**src/design/irb_pkg.sv**
```systemverilog
// Package for the rotating bilinear frame buffer: constants and stage types.
`timescale 1ns / 1ps
package irb_pkg;
  localparam int MAX_WIDTH   = 1024;
  localparam int MAX_HEIGHT  = 1024;
  localparam int PIXEL_BITS  = 16;
  localparam int FRAC_BITS   = 8;
  localparam int TRIG_FRAC   = 14;
  localparam int COORD_BITS  = 10;
  localparam int SIZE_BITS   = 11;
  localparam int TRIG_BITS   = 16;
  localparam int BANK_ABITS  = 18;            // (512 rows x 512 columns) per bank
  localparam int BANK_DEPTH  = 1 << BANK_ABITS;
  localparam int WT_BITS     = FRAC_BITS + 1;

  typedef enum logic {
    OP_WRITE = 1'b0,
    OP_QUERY = 1'b1
  } op_t;

  typedef enum logic [1:0] {
    REG_COS    = 2'd0,
    REG_SIN    = 2'd1,
    REG_WIDTH  = 2'd2,
    REG_HEIGHT = 2'd3
  } reg_idx_t;

  typedef struct packed {
    logic signed [TRIG_BITS-1:0] cos_q;
    logic signed [TRIG_BITS-1:0] sin_q;
    logic [SIZE_BITS-1:0]        w;      // clamped to [2, MAX_WIDTH]
    logic [SIZE_BITS-1:0]        h;
  } cfg_t;

  // item leaving the coordinate pipe, at the memory stage
  typedef struct packed {
    logic                  vld;
    op_t                   op;
    logic                  wr_ok;
    logic [COORD_BITS-1:0] col;
    logic [COORD_BITS-1:0] row;
    logic [PIXEL_BITS-1:0] pix;
    logic [COORD_BITS-1:0] x0;
    logic [COORD_BITS-1:0] y0;
    logic [WT_BITS-1:0]    dx;
    logic [WT_BITS-1:0]    dy;
  } mem_item_t;
endpackage

```
**src/design/irb_blend.sv**
```systemverilog
// Blend pipe: bank-to-neighbor routing, horizontal blend, vertical blend, rounding.
`timescale 1ns / 1ps
module irb_blend (
  input  logic                              clk,
  input  logic                              rst_n,
  input  logic                              en,
  input  irb_pkg::mem_item_t                mi,
  input  logic [irb_pkg::PIXEL_BITS-1:0]    q [4],
  output logic                              out_vld,
  output logic [irb_pkg::PIXEL_BITS-1:0]    out_pix,
  output logic [irb_pkg::COORD_BITS-1:0]    out_col,
  output logic [irb_pkg::COORD_BITS-1:0]    out_row
);
  import irb_pkg::*;

  localparam int H_BITS   = PIXEL_BITS + FRAC_BITS;
  localparam int ACC_BITS = PIXEL_BITS + 2 * FRAC_BITS + 1;
  localparam logic [WT_BITS-1:0] ONE = WT_BITS'(1 << FRAC_BITS);

  // stage 4: RAM data lands here
  logic v4_r, xp4_r, yp4_r;
  logic [COORD_BITS-1:0] col4_r, row4_r;
  logic [WT_BITS-1:0] dx4_r, dy4_r;
  // stage 5: row blends
  logic v5_r;
  logic [COORD_BITS-1:0] col5_r, row5_r;
  logic [WT_BITS-1:0] dy5_r;
  logic [H_BITS-1:0] top_r, bot_r;
  // output register
  logic v6_r;
  logic [PIXEL_BITS-1:0] pix6_r;
  logic [COORD_BITS-1:0] col6_r, row6_r;

  logic [PIXEL_BITS-1:0] p00, p10, p01, p11;
  logic [H_BITS-1:0] top_nxt, bot_nxt;
  logic [ACC_BITS-1:0] acc;

  // bank index is {y parity, x parity}
  assign p00 = q[{yp4_r, xp4_r}];
  assign p10 = q[{yp4_r, ~xp4_r}];
  assign p01 = q[{~yp4_r, xp4_r}];
  assign p11 = q[{~yp4_r, ~xp4_r}];

  assign top_nxt = H_BITS'(p00) * H_BITS'(ONE - dx4_r) + H_BITS'(p10) * H_BITS'(dx4_r);
  assign bot_nxt = H_BITS'(p01) * H_BITS'(ONE - dx4_r) + H_BITS'(p11) * H_BITS'(dx4_r);
  assign acc = ACC_BITS'(top_r) * ACC_BITS'(ONE - dy5_r) + ACC_BITS'(bot_r) * ACC_BITS'(dy5_r)
             + ACC_BITS'(1 << (2 * FRAC_BITS - 1));

  always_ff @(posedge clk) begin
    if (!rst_n) begin
      v4_r <= 1'b0;
      v5_r <= 1'b0;
      v6_r <= 1'b0;
    end else if (en) begin
      v4_r <= mi.vld && (mi.op == OP_QUERY);
      v5_r <= v4_r;
      v6_r <= v5_r;
    end
  end

  always_ff @(posedge clk) begin
    if (en) begin
      xp4_r  <= mi.x0[0];
      yp4_r  <= mi.y0[0];
      col4_r <= mi.col;
      row4_r <= mi.row;
      dx4_r  <= mi.dx;
      dy4_r  <= mi.dy;

      col5_r <= col4_r;
      row5_r <= row4_r;
      dy5_r  <= dy4_r;
      top_r  <= top_nxt;
      bot_r  <= bot_nxt;

      col6_r <= col5_r;
      row6_r <= row5_r;
      pix6_r <= acc[2*FRAC_BITS +: PIXEL_BITS];
    end
  end

  assign out_vld = v6_r;
  assign out_pix = pix6_r;
  assign out_col = col6_r;
  assign out_row = row6_r;
endmodule

```
**config.mk**
```make
export PLATFORM = sky130hd
export DESIGN_NAME = irb_blend
export DESIGN_NICKNAME = d
export VERILOG_FILES = /design/src/design/irb_pkg.sv /design/src/design/irb_blend.sv
export SDC_FILE = /design/constraint.sdc
export NUM_CORES = 2
export LEC_CHECK = 0
export ABC_AREA = 0
export BUFFER_PORTS_ARGS = -buffer_cell sky130_fd_sc_hd__buf_2
export CAP_MARGIN = 20
export CORE_AREA = 2 2 351 353
export CTS_CLUSTER_SIZE = 30
export DETAILED_ROUTE_END_ITERATION = 10
export DIE_AREA = 0 0 353 355
export PLACE_DENSITY = 0.5
export SYNTH_ARGS = -nofsm -noshare
export SYNTH_HDL_FRONTEND = slang
export SYNTH_SLANG_ARGS = --single-unit
```
**constraint.sdc**
```tcl
create_clock -name clk -period 10.5 [get_ports clk]
set_input_delay 2.1 -clock clk [delete_from_list [all_inputs] [get_ports clk]]
set_output_delay 2.1 -clock clk [all_outputs]
set_load 0.05 [all_outputs]
```
### Word level (Yosys, flattened, before mapping)

Index checks and enable logic that the tools add are counted.

| storage, ports and cells | value |
|---|---|
| output and inout bits | 37 |
| flip-flop bits (word level) | 156 |
| input bits | 144 |
| logic and storage cells | 52 |

| cells by class | value |
|---|---|
| bitwise operators | 6 |
| reduce and logical (&&, ||, !) cells | 1 |
| $mul | 6 |
| multiplexer cells | 12 |
| add/subtract/negate cells | 6 |
| $lt $le $gt $ge | 4 |

Operators by type and width:

| cell | count |
|---|---|
| 16-bit binary-select mux with 2-bit select | 4 |
| 16-bit two-way mux | 8 |
| 24-bit adder | 2 |
| 16-bit by 9-bit multiplier with 24-bit output | 2 |
| 32-bit by 16-bit adder with 32-bit output (second input constant) | 1 |
| 32-bit adder | 1 |
| 24-bit by 9-bit multiplier with 32-bit output | 1 |
| 25-bit by 10-bit multiplier with 32-bit output | 1 |
| 16-bit by 24-bit multiplier with 24-bit output | 1 |
| 17-bit by 10-bit multiplier with 24-bit output | 1 |
| 9-bit by 9-bit subtractor with 10-bit output (first input constant) | 2 |
| 3-bit >= comparator (second input constant) | 4 |
| 2-bit inverter with 3-bit output | 4 |
| 1-bit inverter | 2 |
| 1-bit logical AND | 1 |

### Logic depth before layout (Yosys ltp)

| logic depth | value |
|---|---|
| depth after elaboration | 7 |
| mapped depth | 31 |
| gate-level depth less buffers | 27 |

### Worst setup path after synthesis

No wires, ideal clock.

| timing | value |
|---|---|
| path type | input-to-reg |
| start point | input q[17] (netlist bit) |
| end point | register top_r[23], data pin |
| path slack | 1644 ps |
| path buffers | 0 |
| data required time | 10241 ps |
| data arrival time | 8597 ps |
| stages | 20 |
| setup time | 259 ps |
| cells stage by stage | mux2_2 > o21ai_1 > or2_2 > inv_1 > fa_1 > fa_1 > fa_1 > fa_1 > inv_1 > fa_1 > fa_1 > fa_1 > xor2_1 > xnor2_1 > xnor2_1 > xnor3_2 > xnor3_1 > or3_1 > o31ai_2 > nor3_1 |

| on the way | value |
|---|---|
| cells in the longest elaborated chain, start to end | 5 |
| elaborated cells between the ends (all ways) | 9 |
| classes of those cells | 1 x add/sub; 2 x mul; 6 x mux |

RTL lines:

| element | line | source |
|---|---|---|
| start, declared | irb_blend.sv:8 | `input logic [irb_pkg::PIXEL_BITS-1:0] q [4],` |
| 16-bit binary-select mux with 2-bit select, on equally long branches | irb_blend.sv:39, irb_blend.sv:40 |  |
| 16-bit two-way mux, on equally long branches (2 in a row) | irb_blend.sv:39, irb_blend.sv:40 |  |
| 16-bit by 24-bit multiplier with 24-bit output or 16-bit by 9-bit multiplier with 24-bit output (tied branches) | irb_blend.sv:44 | `assign top_nxt = H_BITS'(p00) * H_BITS'(ONE - dx4_r) + H_BITS'(p10) * H_BITS'(dx4_r);` |
| 24-bit adder (*) | irb_blend.sv:44 |  |
| net top_nxt[23] | irb_blend.sv:35 | `logic [H_BITS-1:0] top_nxt, bot_nxt;` |
| end signal, assigned | irb_blend.sv:73 | `top_r <= top_nxt;` |
| end, declared | irb_blend.sv:28 | `logic [H_BITS-1:0] top_r, bot_r;` |

Mark *: on every way through the listed nets, which the timed path passes. The rest lies on a longest branch. The select of a mux whose other input is x is not followed.
A chain may end at the register's enable or synchronous reset.

### Worst setup path in the final report

| timing | value |
|---|---|
| start point | input q[23] (netlist bit) |
| end point | register top_r[23], data pin |

The elaborated chain is that of the path after synthesis.

==> metrics.yaml <==
worst_hold_path.num_cells: 0
syn_area_sq_mm: 0.0398
r2r_worst_path_depth: 29
final.period_utilization_pct: 88.5
timing_worst_setup_path_type: "in2reg"
area_added_between_synthesis_and_finish_pct: 8.55
die_height_microns: 355
drt-pass1-iter-count: 5
yosysUniqueCellTypes: 66
port_buffers: 145
ys.flop_type: "edfxtp_1"
cpMaxStageDelayCell: "a21oi_1"
min_delay_worst_endpoint: "out_row[2]"
cts_repair_resize_count: 0
coreArea_sq_mm: 0.121
globalRouteTotalUtil_pct: 16.8
final.fill_count: 12642
post-cts-setup-buffers: 0
ctsRootBufferMaster: "clkbuf_16"
maxCapViolCount: 0
asyncSetResetFlopFracSynth_pct: 0
crit_path_max_fanout: 9
critPathTopFamily: "adder cells"
postRouteWirelength_mm: 101
largest_net_degree_at_the_start_of_global_routing: 71
r2r_end: "out_pix[10]"
synth_enable_flop_cells: 153
yosysWarningCount: 0
design_area_sq_mm: 0.0432
setup_viol_count_final: 0
cts_tree: "yes"
worst_path_most_repeated_cell: "fa_1"
top_level_i_o_count: 181
yosys.cell_count.top_type: "fa_1"
rsz0062_at_grt: "false"
route.top_layer_used: "met5"
yosys.area.top_type_share_pct: 46.6
die_w_microns: 353
final_layout_size_suffix_gt1_share_pct: 8.61
finalNetCount: 5507
period_needed_ns: 9.29
crit_required_ns: 10.77
ant_nets: 0
cpPeakStageDelay_ns: 0.69
netlist.top_cell.by_area: "fa_1"
clock.fmax_mhz: 108
route.detailed.wl_per_inst_microns: 17.5
clk_latency_ns: 0.51
sequential_area_share_after_synthesis_pct: 11.7
netlist_top_cells_area: "fa_1 47%, edfxtp_1 12%, ha_1 9.1%"
tightest_slew_ns: 1.05
die_footprint_sq_mm: 0.125
final_max_slew_viol_count: 0
worst-endpoint-arrival_ns: 9.56
worst_hold_start: "row5_r[2]"
hold_path.class: "reg2reg"
syn-instance-count: 4065
total_length_of_routed_met3_wires_mm: 4.09
filler_free_cell_count_of_the_finished_design: 5785
route.vias.total: 26961
hpwlAfterDp_mm: 85.5
clock_path_buffers: 2
numPlacedInstances: 5752
floorplan.initialDensity_pct: 32.8
route.detailed.drc: 0
cts.htree.levels: 4
timing.critical_path.to_type: "register"
count_of_hold_buffers_inserted_by_post_cts_repair: 0
whs_ns: 0.414
crit_chain: "buf_2 -> mux2_2 -> nor2_1 -> a21oi_1 -> nand2_1 -> fa_1 -> inv_1 -> fa_1 -> inv_1 -> fa_1 -> fa_1 -> fa_1 -> fa_1 -> inv_1 -> fa_1 -> ha_1 -> o21a_1 -> or4_1 -> o2111ai_1 -> o211ai_1 -> a2111oi_2 -> nor3_1 -> o31ai_2 -> nor3_1"
cp_num_buf_inv: 4
grt_pass1_wl_mm: 163
worst_slew_margin_rel_pct: 29.2
postSynthRegisterBits: 156
dpl_cell_area_sq_mm: 0.0427
syn-num-nets: 5426
via_count_of_the_first_global_routing_pass: 28700
hold_viol: 0
synth_area_per_cell_sq_um: 9.80
clock-skew-final_ns: 0.0194
drt_iter0_markers: 1390
cts.reportedPaths.clkPinSlew_ns: 0.08
wirelength_met1_mm: 44.4
status: "completed"
yosys-top-cells-count: "928 x fa_1, 927 x inv_1, 640 x nand2_1, 299 x and2_1, 289 x ha_1"
wl_met2_mm: 51.5
cts_made_buffers: 17
finalWeightedCongestion: 0.859
r2r_slack_ns: 1.67
initial_antenna_violation_count: 5
grt_overflow: 0
nature_of_the_critical_path_startpoint: "input pin"
timing.rr.start: "dy5_r[2]"
detail_route.vias_per_cell: 4.66
tns_ns: 0
clkSinkCount: 156
rows: 128
path_depth: 24
[cell families after synthesis]
family                     Yosys count  synth area share [%]
xor gates and xnor gates           110                  2.49
buffers and inverters             1103                  10.4
adders and majority gates         1217                  55.7
DFF                                156                  11.7
and+or+nand+nor                   1235                  14.2
muxes                               67                  2.62
AOI/OAI and AO/OA                  177                  2.88
[worst max path at each step]
stage	slack [ns]	from	to
after floorplan	1.64	q[17]	top_r[23]
after global placement	0.65	q[23]	top_r[23]
final	1.21	q[23]	top_r[23]
after CTS	1.21	q[23]	top_r[23]
after detailed placement	0.66	q[23]	top_r[23]
after global routing	0.85	q[23]	top_r[23]
[state kept, by name, indices dropped and copies added, names as in the netlist, 9 cells and up]
signal,count
bot_r,24
row5_r,10
dy5_r,9
col4_r,10
dy4_r,9
dx4_r,9
top_r,24
out_pix,16
out_col,10
row4_r,10
col5_r,10
out_row,10
[cell type report]
| class | instances | area (sq um) | share of cell area, % |
|---|---|---|---|
| Inverter | 929 | 3490 | 8.07 |
| Multi-Input combinational cell | 2806 | 31100 | 71.9 |
| Timing Repair Buffer | 236 | 1430 | 3.30 |
| Clock inverter | 15 | 135 | 0.313 |
| Sequential cell | 156 | 4650 | 10.8 |
| Antenna cell | 1 | 2.50 | 0.00579 |
| Tap cell | 1625 | 2030 | 4.70 |
| Clock buffer | 17 | 425 | 0.984 |
[per-layer routing]
layer	vias to the layer above	GRT usage, %
met5	-	0
met4	8	3.04
met3	78	2.05
met2	529	29.4
met1	14167	22.7
li1	12179	-
[through the flow]
stage,utilization (%),worst slack (ns)
after CTS,35.6,1.21
after global routing,35.6,0.849
after global placement,35.1,0.645
after floorplan,-,1.64
after detailed placement,35.1,0.655
final,35.6,1.21
[placed cells by master, fill, tap and decap left out, drive strengths merged, types with 20 or more instances in the layout]
cell,synthesis,routed
o21ai,32,32
xor2,24,24
o21a,27,27
or2,30,30
edfxtp,153,153
xnor2,84,84
a21oi,55,55
inv,928,936
mux2i,22,22
mux4,28,28
nand2,640,640
ha,289,289
nor2,194,194
fa,928,928
nor3,20,20
buf,40,236
and2,299,299
Power is not shown: default switching activity piles up to over one toggle a cycle in this logic, so the estimate is an artifact.
