$ cat config.mk
export PLATFORM = sky130hd
export DESIGN_NAME = irb_coord
export DESIGN_NICKNAME = d
export VERILOG_FILES = /design/src/design/irb_pkg.sv /design/src/design/irb_coord.sv
export SDC_FILE = /design/constraint.sdc
export NUM_CORES = 2
export LEC_CHECK = 0
export ABC_AREA = 1
export BUFFER_PORTS_ARGS = -buffer_cell sky130_fd_sc_hd__buf_2
export CORE_ASPECT_RATIO = 2
export CORE_MARGIN = 4
export CORE_UTILIZATION = 65
export CTS_CLUSTER_DIAMETER = 40
export CTS_CLUSTER_SIZE = 12
export DETAILED_ROUTE_END_ITERATION = 10
export PLACE_DENSITY = 0.83
export SLEW_MARGIN = 15
export SYNTH_ARGS = -nofsm -noshare
export SYNTH_HDL_FRONTEND = slang
export SYNTH_SLANG_ARGS = --single-unit
$ cat constraint.sdc
create_clock -name clk -period 8 [get_ports clk]
set_input_delay 0 -clock clk [delete_from_list [all_inputs] [get_ports clk]]
set_output_delay 0 -clock clk [all_outputs]
set_load 0.1 [all_outputs]
$ cat src/design/irb_pkg.sv
// Package for the rotating bilinear frame buffer: constants and stage types.
`timescale 1ns / 1ps
package irb_pkg;
  localparam int MAX_WIDTH   = 1024;
  localparam int MAX_HEIGHT  = 1024;
  localparam int PIXEL_BITS  = 16;
  localparam int FRAC_BITS   = 8;
  localparam int TRIG_FRAC   = 14;
  localparam int COORD_BITS  = 10;
  localparam int SIZE_BITS   = 11;
  localparam int TRIG_BITS   = 16;
  localparam int BANK_ABITS  = 18;            // (512 rows x 512 columns) per bank
  localparam int BANK_DEPTH  = 1 << BANK_ABITS;
  localparam int WT_BITS     = FRAC_BITS + 1;

  typedef enum logic {
    OP_WRITE = 1'b0,
    OP_QUERY = 1'b1
  } op_t;

  typedef enum logic [1:0] {
    REG_COS    = 2'd0,
    REG_SIN    = 2'd1,
    REG_WIDTH  = 2'd2,
    REG_HEIGHT = 2'd3
  } reg_idx_t;

  typedef struct packed {
    logic signed [TRIG_BITS-1:0] cos_q;
    logic signed [TRIG_BITS-1:0] sin_q;
    logic [SIZE_BITS-1:0]        w;      // clamped to [2, MAX_WIDTH]
    logic [SIZE_BITS-1:0]        h;
  } cfg_t;

  // item leaving the coordinate pipe, at the memory stage
  typedef struct packed {
    logic                  vld;
    op_t                   op;
    logic                  wr_ok;
    logic [COORD_BITS-1:0] col;
    logic [COORD_BITS-1:0] row;
    logic [PIXEL_BITS-1:0] pix;
    logic [COORD_BITS-1:0] x0;
    logic [COORD_BITS-1:0] y0;
    logic [WT_BITS-1:0]    dx;
    logic [WT_BITS-1:0]    dy;
  } mem_item_t;
endpackage

$ cat src/design/irb_coord.sv
// Coordinate pipe: center offset, rotation multiplies, rescale, base/weight split.
`timescale 1ns / 1ps
module irb_coord (
  input  logic                              clk,
  input  logic                              rst_n,
  input  logic                              en,
  input  irb_pkg::cfg_t                     cfg,
  input  logic                              in_vld,
  input  irb_pkg::op_t                      in_op,
  input  logic [irb_pkg::COORD_BITS-1:0]    in_col,
  input  logic [irb_pkg::COORD_BITS-1:0]    in_row,
  input  logic [irb_pkg::PIXEL_BITS-1:0]    in_pix,
  output irb_pkg::mem_item_t                mi
);
  import irb_pkg::*;

  localparam int XO_BITS  = COORD_BITS + 2;
  localparam int PRD_BITS = TRIG_BITS + XO_BITS;
  localparam int SUM_BITS = PRD_BITS + 1;
  localparam int SH       = TRIG_FRAC - FRAC_BITS;
  localparam int POS_BITS = SUM_BITS - SH + 1;

  typedef struct packed {
    logic [COORD_BITS-1:0] base;
    logic [WT_BITS-1:0]    wt;
  } split_t;

  // truncate toward zero, clamp to [0, size-2], weight clamped to [0, 1]
  function automatic split_t split(input logic signed [POS_BITS-1:0] pos,
                                   input logic [SIZE_BITS-1:0] size);
    split_t r;
    logic [SIZE_BITS-1:0]          lim;
    logic [POS_BITS-FRAC_BITS-1:0] ip;
    lim = size - SIZE_BITS'(2);
    ip  = pos[POS_BITS-1:FRAC_BITS];
    if (pos < 0) begin
      r.base = '0;
      r.wt   = '0;
    end else if (ip > (POS_BITS-FRAC_BITS)'(lim)) begin
      r.base = lim[COORD_BITS-1:0];
      r.wt   = WT_BITS'(1 << FRAC_BITS);
    end else begin
      r.base = ip[COORD_BITS-1:0];
      r.wt   = {1'b0, pos[FRAC_BITS-1:0]};
    end
    return r;
  endfunction

  logic [COORD_BITS-1:0] tx, ty;
  assign tx = cfg.w[SIZE_BITS-1:1];
  assign ty = cfg.h[SIZE_BITS-1:1];

  // stage 0: input register
  logic v0_r; op_t op0_r;
  logic [COORD_BITS-1:0] col0_r, row0_r;
  logic [PIXEL_BITS-1:0] pix0_r;
  // stage 1: products
  logic v1_r, wr1_r; op_t op1_r;
  logic [COORD_BITS-1:0] col1_r, row1_r;
  logic [PIXEL_BITS-1:0] pix1_r;
  logic signed [PRD_BITS-1:0] pcx_r, psy_r, psx_r, pcy_r;
  // stage 2: fixed positions
  logic v2_r, wr2_r; op_t op2_r;
  logic [COORD_BITS-1:0] col2_r, row2_r;
  logic [PIXEL_BITS-1:0] pix2_r;
  logic signed [POS_BITS-1:0] xs_r, ys_r;
  // stage 3: split
  mem_item_t mi_r;

  logic wr_ok_nxt;
  logic signed [XO_BITS-1:0] xo, yo;
  logic signed [SUM_BITS-1:0] xsum, ysum;
  logic signed [POS_BITS-1:0] xs_nxt, ys_nxt;
  split_t sx, sy;

  assign wr_ok_nxt = ({1'b0, col0_r} < cfg.w) && ({1'b0, row0_r} < cfg.h);
  assign xo = $signed({2'b00, col0_r}) - $signed({2'b00, tx});
  assign yo = $signed({2'b00, row0_r}) - $signed({2'b00, ty});
  assign xsum = SUM_BITS'(pcx_r) - SUM_BITS'(psy_r);
  assign ysum = SUM_BITS'(psx_r) + SUM_BITS'(pcy_r);
  // arithmetic shift floors, as rounding toward minus infinity
  assign xs_nxt = POS_BITS'(xsum >>> SH) + $signed(POS_BITS'({tx, {FRAC_BITS{1'b0}}}));
  assign ys_nxt = POS_BITS'(ysum >>> SH) + $signed(POS_BITS'({ty, {FRAC_BITS{1'b0}}}));
  assign sx = split(xs_r, cfg.w);
  assign sy = split(ys_r, cfg.h);

  always_ff @(posedge clk) begin
    if (!rst_n) begin
      v0_r <= 1'b0;
      v1_r <= 1'b0;
      v2_r <= 1'b0;
      mi_r.vld <= 1'b0;
    end else if (en) begin
      v0_r <= in_vld;
      v1_r <= v0_r;
      v2_r <= v1_r;
      mi_r.vld <= v2_r;
    end
    if (en) begin
      op0_r  <= in_op;
      col0_r <= in_col;
      row0_r <= in_row;
      pix0_r <= in_pix;

      op1_r  <= op0_r;
      wr1_r  <= wr_ok_nxt;
      col1_r <= col0_r;
      row1_r <= row0_r;
      pix1_r <= pix0_r;
      pcx_r  <= cfg.cos_q * xo;
      psy_r  <= cfg.sin_q * yo;
      psx_r  <= cfg.sin_q * xo;
      pcy_r  <= cfg.cos_q * yo;

      op2_r  <= op1_r;
      wr2_r  <= wr1_r;
      col2_r <= col1_r;
      row2_r <= row1_r;
      pix2_r <= pix1_r;
      xs_r   <= xs_nxt;
      ys_r   <= ys_nxt;

      mi_r.op    <= op2_r;
      mi_r.wr_ok <= wr2_r;
      mi_r.col   <= col2_r;
      mi_r.row   <= row2_r;
      mi_r.pix   <= pix2_r;
      mi_r.x0    <= sx.base;
      mi_r.dx    <= sx.wt;
      mi_r.y0    <= sy.base;
      mi_r.dy    <= sy.wt;
    end
  end

  assign mi = mi_r;
endmodule

* Word level (Yosys, flattened, before mapping)
Index checks and enable logic that the tools add are counted.
** Operators by class
- $lt $le $gt $ge :: 6
- Reductions and logical operators :: 3
- Multiply operators :: 4
- Add/sub/neg operators :: 8
- Muxes and demuxes :: 2
** Operators by type and width (number)
- 16-bit by 11-bit multiplier with 27-bit output :: 4
- 24-bit by 1-bit less-than comparator with 1-bit output, second input constant :: 2
- 22-bit by 19-bit adder with 23-bit output :: 2
- 19-bit 2-to-1 mux :: 2
- 16-bit by 11-bit greater-than comparator with 1-bit output :: 2
- 27-bit by 27-bit adder with 28-bit output :: 1
- 27-bit by 27-bit subtractor with 28-bit output :: 1
- 10-bit by 11-bit less-than comparator with 1-bit output :: 2
- 10-bit by 10-bit subtractor with 11-bit output :: 2
- 11-bit by 2-bit subtractor with 11-bit output, second input constant :: 2
- 2-bit OR reduction :: 2
- 1-bit logical AND :: 1
** Storage, ports and cells
- Flip-flop bits (word level) :: 349
- Output and inout port bits :: 77
- Bits of input ports :: 95
- Logic and storage cells :: 58

* Logic depth before layout (Yosys ltp)
- Word-level depth :: 3
- Depth in mapped cells :: 36
- Depth with buffers taken out :: 35

* Worst setup path after synthesis
No wires, ideal clock.
- Kind :: reg-to-reg
- Start :: register col0_r[0]
- End :: register pcx_r[19] (data pin)
- Arrival :: 5735 ps
- Buffers on the path :: 1
- Stages on the path, launching flop included :: 33
- Period minus slack after synthesis :: 5991 ps
- Setup slack :: 2009 ps
- Library setup time :: 256 ps
- Required time :: 7744 ps
- Cells stage by stage :: edfxtp_1 inv_1 ha_1 inv_1 fa_1 inv_1 o31ai_2 nand2_1 nand2_1 a21oi_1 or2_4 nand2_4 inv_4 buf_12 nand2_4 fa_1 fa_1 inv_1 fa_1 fa_1 inv_1 fa_1 inv_1 ha_1 a21o_1 nor2_1 nand2_1 a21oi_1 o21ai_0 nand2_1 inv_1 o21bai_1 nand2_1
** Between the ends
- Cells in the longest elaborated chain, start to end :: 2
** Ends and longest elaborated chain
- start: declaration :: line irb_coord.sv:55 : logic [COORD_BITS-1:0] col0_r, row0_r;
- start signal: assignment :: line irb_coord.sv:101 : col0_r <= in_col;
- 10-bit by 10-bit subtractor with 11-bit output :: line irb_coord.sv:77 : assign xo = $signed({2'b00, col0_r}) - $signed({2'b00, tx});
- 16-bit by 11-bit multiplier with 27-bit output :: line irb_coord.sv:110 : pcx_r <= cfg.cos_q * xo;
- end signal: assignment :: line irb_coord.sv:110
- end: declaration :: line irb_coord.sv:61 : logic signed [PRD_BITS-1:0] pcx_r, psy_r, psx_r, pcy_r;
No other way between the ends.
A chain may end at the register's enable or synchronous reset.

* Worst setup path after layout
- Start :: register col0_r[0]
- End :: register pcx_r[20] (data pin)
The elaborated chain is that of the path after synthesis.

==> out/metrics.yaml <==
setup_path:
  start_kind: "register"
  cp_top_family: "adder cells"
  cpPeakStageDelay_ns: 0.68
  cp_max_fo: 24
  critPathCaptureType: "register"
  worstReg2RegStart: "col0_r[0]"
  crit_arrival_ns: 7.51
  r2r_slack_ns: 0.77
  crit_type: "register to register"
  r2r_cells: 29
  slowest_stage: "fa_1"
  cp.required_ns: 8.28
  r2r-end: "pcx_r[20]"
  worst-path-buf-inv: 7
global_route:
  grt-ovfl-total: 0
  grt_pass1_wl_um: 188100
  grt_max_degree: 185
  track_usage_pct: 34.22
  first_global_vias: 36550
  antenna_found_initial: 6
sta:
  hold-worst-slack_ns: -0.03088
  setup_viol: 0
  maxSlewViolCount: 0
  worst_pin_slew_ns: 1.157
  finClkSkew_ns: 0.03426
  post-route-period-util_pct: 90.40
  tns_ns: 0
  fmax_ghz: 0.1383
  finalHoldViolations: 13
  period_needed_ns: 7.232
  relSlewSlack_pct: 22.76
  rsz0062_at_grt: "false"
  timing.final.ws_setup_ns: 0.7679
finish:
  syn_to_final_growth_pct: 7.876
  layout_commonest_cell: "inv_1"
  mostFrequentLayoutCells: "inv_1, nand2_1, fa_1"
  final_nets: 6121
  drive_gt1_share_pct: 6.696
  final_util_pct: 70.95
drt:
  wire_per_inst_um: 20.17
  postRouteAntennaNets: 0
  drc_errors: 0
  dr.pass1.iters: 8
  drt-initial-drc-count: 2390
  via_count: 33670
  drt_wl_total_um: 119400
  viasPerCell: 5.689
yosys:
  synth_ff_type: "edfxtp_1"
  ys.warnings.count: 0
  yosysSeqAreaShare_pct: 23.89
  syn_avg_cell_area_um2: 8.986
  syn_inst: 4835
  ys_types: 53
  synth_seq_cells: 347
  async_flop_share_pct: 0
  syn-cell-area_um2: 43450
  synth-edff-count: 343
  synth_fp_nets: 5944
job:
  timing.max_cap.violations: 0
placed_design:
  portBuffers: 171
  routabilityCongestion: 0.9779
  detailed_place_hpwl_um: 95570
  place_ws_ns: 0.8711
die:
  die_area_um2: 71300
  dieHeight_um: 373.6
  io_pins: 172
  initial_core_util_pct: 65.77
  core-area_um2: 66060
  num_rows: 133
  die_w_um: 190.8
clocking:
  cts_resized: 0
  clk_transition_reported_paths_ns: 0.06
  clock_path_buffers: 3
  cts_tree: "built"
  h-tree-depth: 2
  cts_root_buf: "clkbuf_16"
  cts_made_buffers: 39
  cts_sinks: 347
  clock_latency_ns: 0.56
min_path:
  min_path_type: "input port to register"
  holdPathEnd: "pcy_r[25]"
  hp-start: "en"
  whs_path_depth: 1
run_status:
  violations: "hold timing"
  status: "finished, violations left"
## layer usage
layer / global-route usage, % / part of all wire, % / vias to the layer above
met5: 0 / 0.011 / -
met1: 36.23 / 32 / 16370
li1: - / - / 15060
met2: 60.94 / 52 / 1605
met3: 5.487 / 7.3 / 631
met4: 24.45 / 9.2 / 2
## kinds of logic after synthesis
family	count (synthesis)	share of synthesized area (%)
xor gates and xnor gates	192	3.957
and+or+nand+nor	1651	15.68
AOI/OAI and AO/OA	359	4.714
DFF	347	23.89
adders and majority gates	1014	40.47
buffers and inverters	1272	11.29
## cell usage after synthesis (2+ instances only)
cell | number | share of area [%]
a2111oi_0 | 2 | 0.040
a211oi_1 | 9 | 0.16
a21boi_0 | 5 | 0.086
a21o_1 | 32 | 0.55
a21oi_1 | 193 | 2.2
a21oi_2 | 2 | 0.040
a21oi_4 | 3 | 0.11
a31oi_1 | 3 | 0.043
buf_1 | 4 | 0.035
buf_12 | 3 | 0.14
buf_2 | 22 | 0.25
buf_4 | 2 | 0.035
buf_6 | 5 | 0.13
clkbuf_1 | 80 | 0.69
clkinv_1 | 12 | 0.10
dfxtp_1 | 4 | 0.18
edfxtp_1 | 343 | 24
fa_1 | 652 | 30
ha_1 | 362 | 10
inv_1 | 1129 | 9.8
inv_2 | 12 | 0.10
inv_4 | 2 | 0.029
nand2_1 | 878 | 7.6
nand2_2 | 8 | 0.12
nand2_4 | 11 | 0.29
nand3_1 | 121 | 1.4
nand3_2 | 2 | 0.046
nand4_1 | 42 | 0.60
nor2_1 | 503 | 4.3
nor2_2 | 29 | 0.42
nor2_4 | 11 | 0.29
nor3_1 | 26 | 0.30
nor4_1 | 4 | 0.058
o211ai_1 | 7 | 0.12
o21ai_0 | 84 | 0.97
o21bai_1 | 12 | 0.21
o31ai_2 | 2 | 0.058
or2_1 | 7 | 0.10
or2_2 | 4 | 0.058
xnor2_1 | 70 | 1.4
xnor2_4 | 2 | 0.13
xor2_1 | 120 | 2.4
## final cells by class
| type | count | area, um^2 |
|---|---|---|
| multi-input combinational | 3216 | 28160 |
| fill | 4983 | 19190 |
| sequential | 347 | 10380 |
| inverter | 1156 | 4349 |
| timing repair buffer | 252 | 1644 |
| tap | 877 | 1097 |
| clock buffer | 48 | 1010 |
| clock inverter | 14 | 207.7 |
| antenna | 8 | 20.02 |
## stage by stage
| step | cell area (um^2) | std cells |
|---|---|---|
| 5_1_grt | 46860 | 5912 |
| 3_5_place_dp | 45050 | 5790 |
| 6_report | 46870 | 5918 |
| 4_1_cts | 46850 | 5910 |
| 3_3_place_gp | 45050 | 5790 |
| 2_1_floorplan | 43450 | 4835 |
## state kept, by name, summed over array words and instances, names as in the netlist, 16 cells and up
signal,count
pix0_r,16
mi,77
pix1_r,16
psy_r,27
ys_r,23
psx_r,27
pcx_r,27
xs_r,23
pix2_r,16
pcy_r,27
## worst reg2reg max path: cells and delay by family, from the launching register on
family                     cells  cell delay (ns)
DFF                            1             0.39
AOI/OAI and AO/OA              6             1.22
adders and majority gates      8             3.48
buffers and inverters          7             0.88
and+or+nand+nor                7             0.78
xor gates and xnor gates       1             0.17
## what timing repair did
action	in CTS	in global routing
hold buffers	58	0
setup buffers	0	0
hold endpoints to repair	60	0
## worst max-delay path by stage
| stage | startpoint | end | cells after the start |
|---|---|---|---|
| floorplan | col0_r[0] | pcx_r[19] | 32 |
| global placement | row0_r[0] | pcy_r[14] | 28 |
| detailed placement | row0_r[0] | pcy_r[14] | 28 |
| CTS | row0_r[0] | psy_r[14] | 28 |
| global route | row0_r[0] | psy_r[14] | 28 |
| finish | col0_r[0] | pcx_r[20] | 29 |
Power is not shown: default switching activity piles up to over one toggle a cycle in this logic, so the estimate is an artifact.
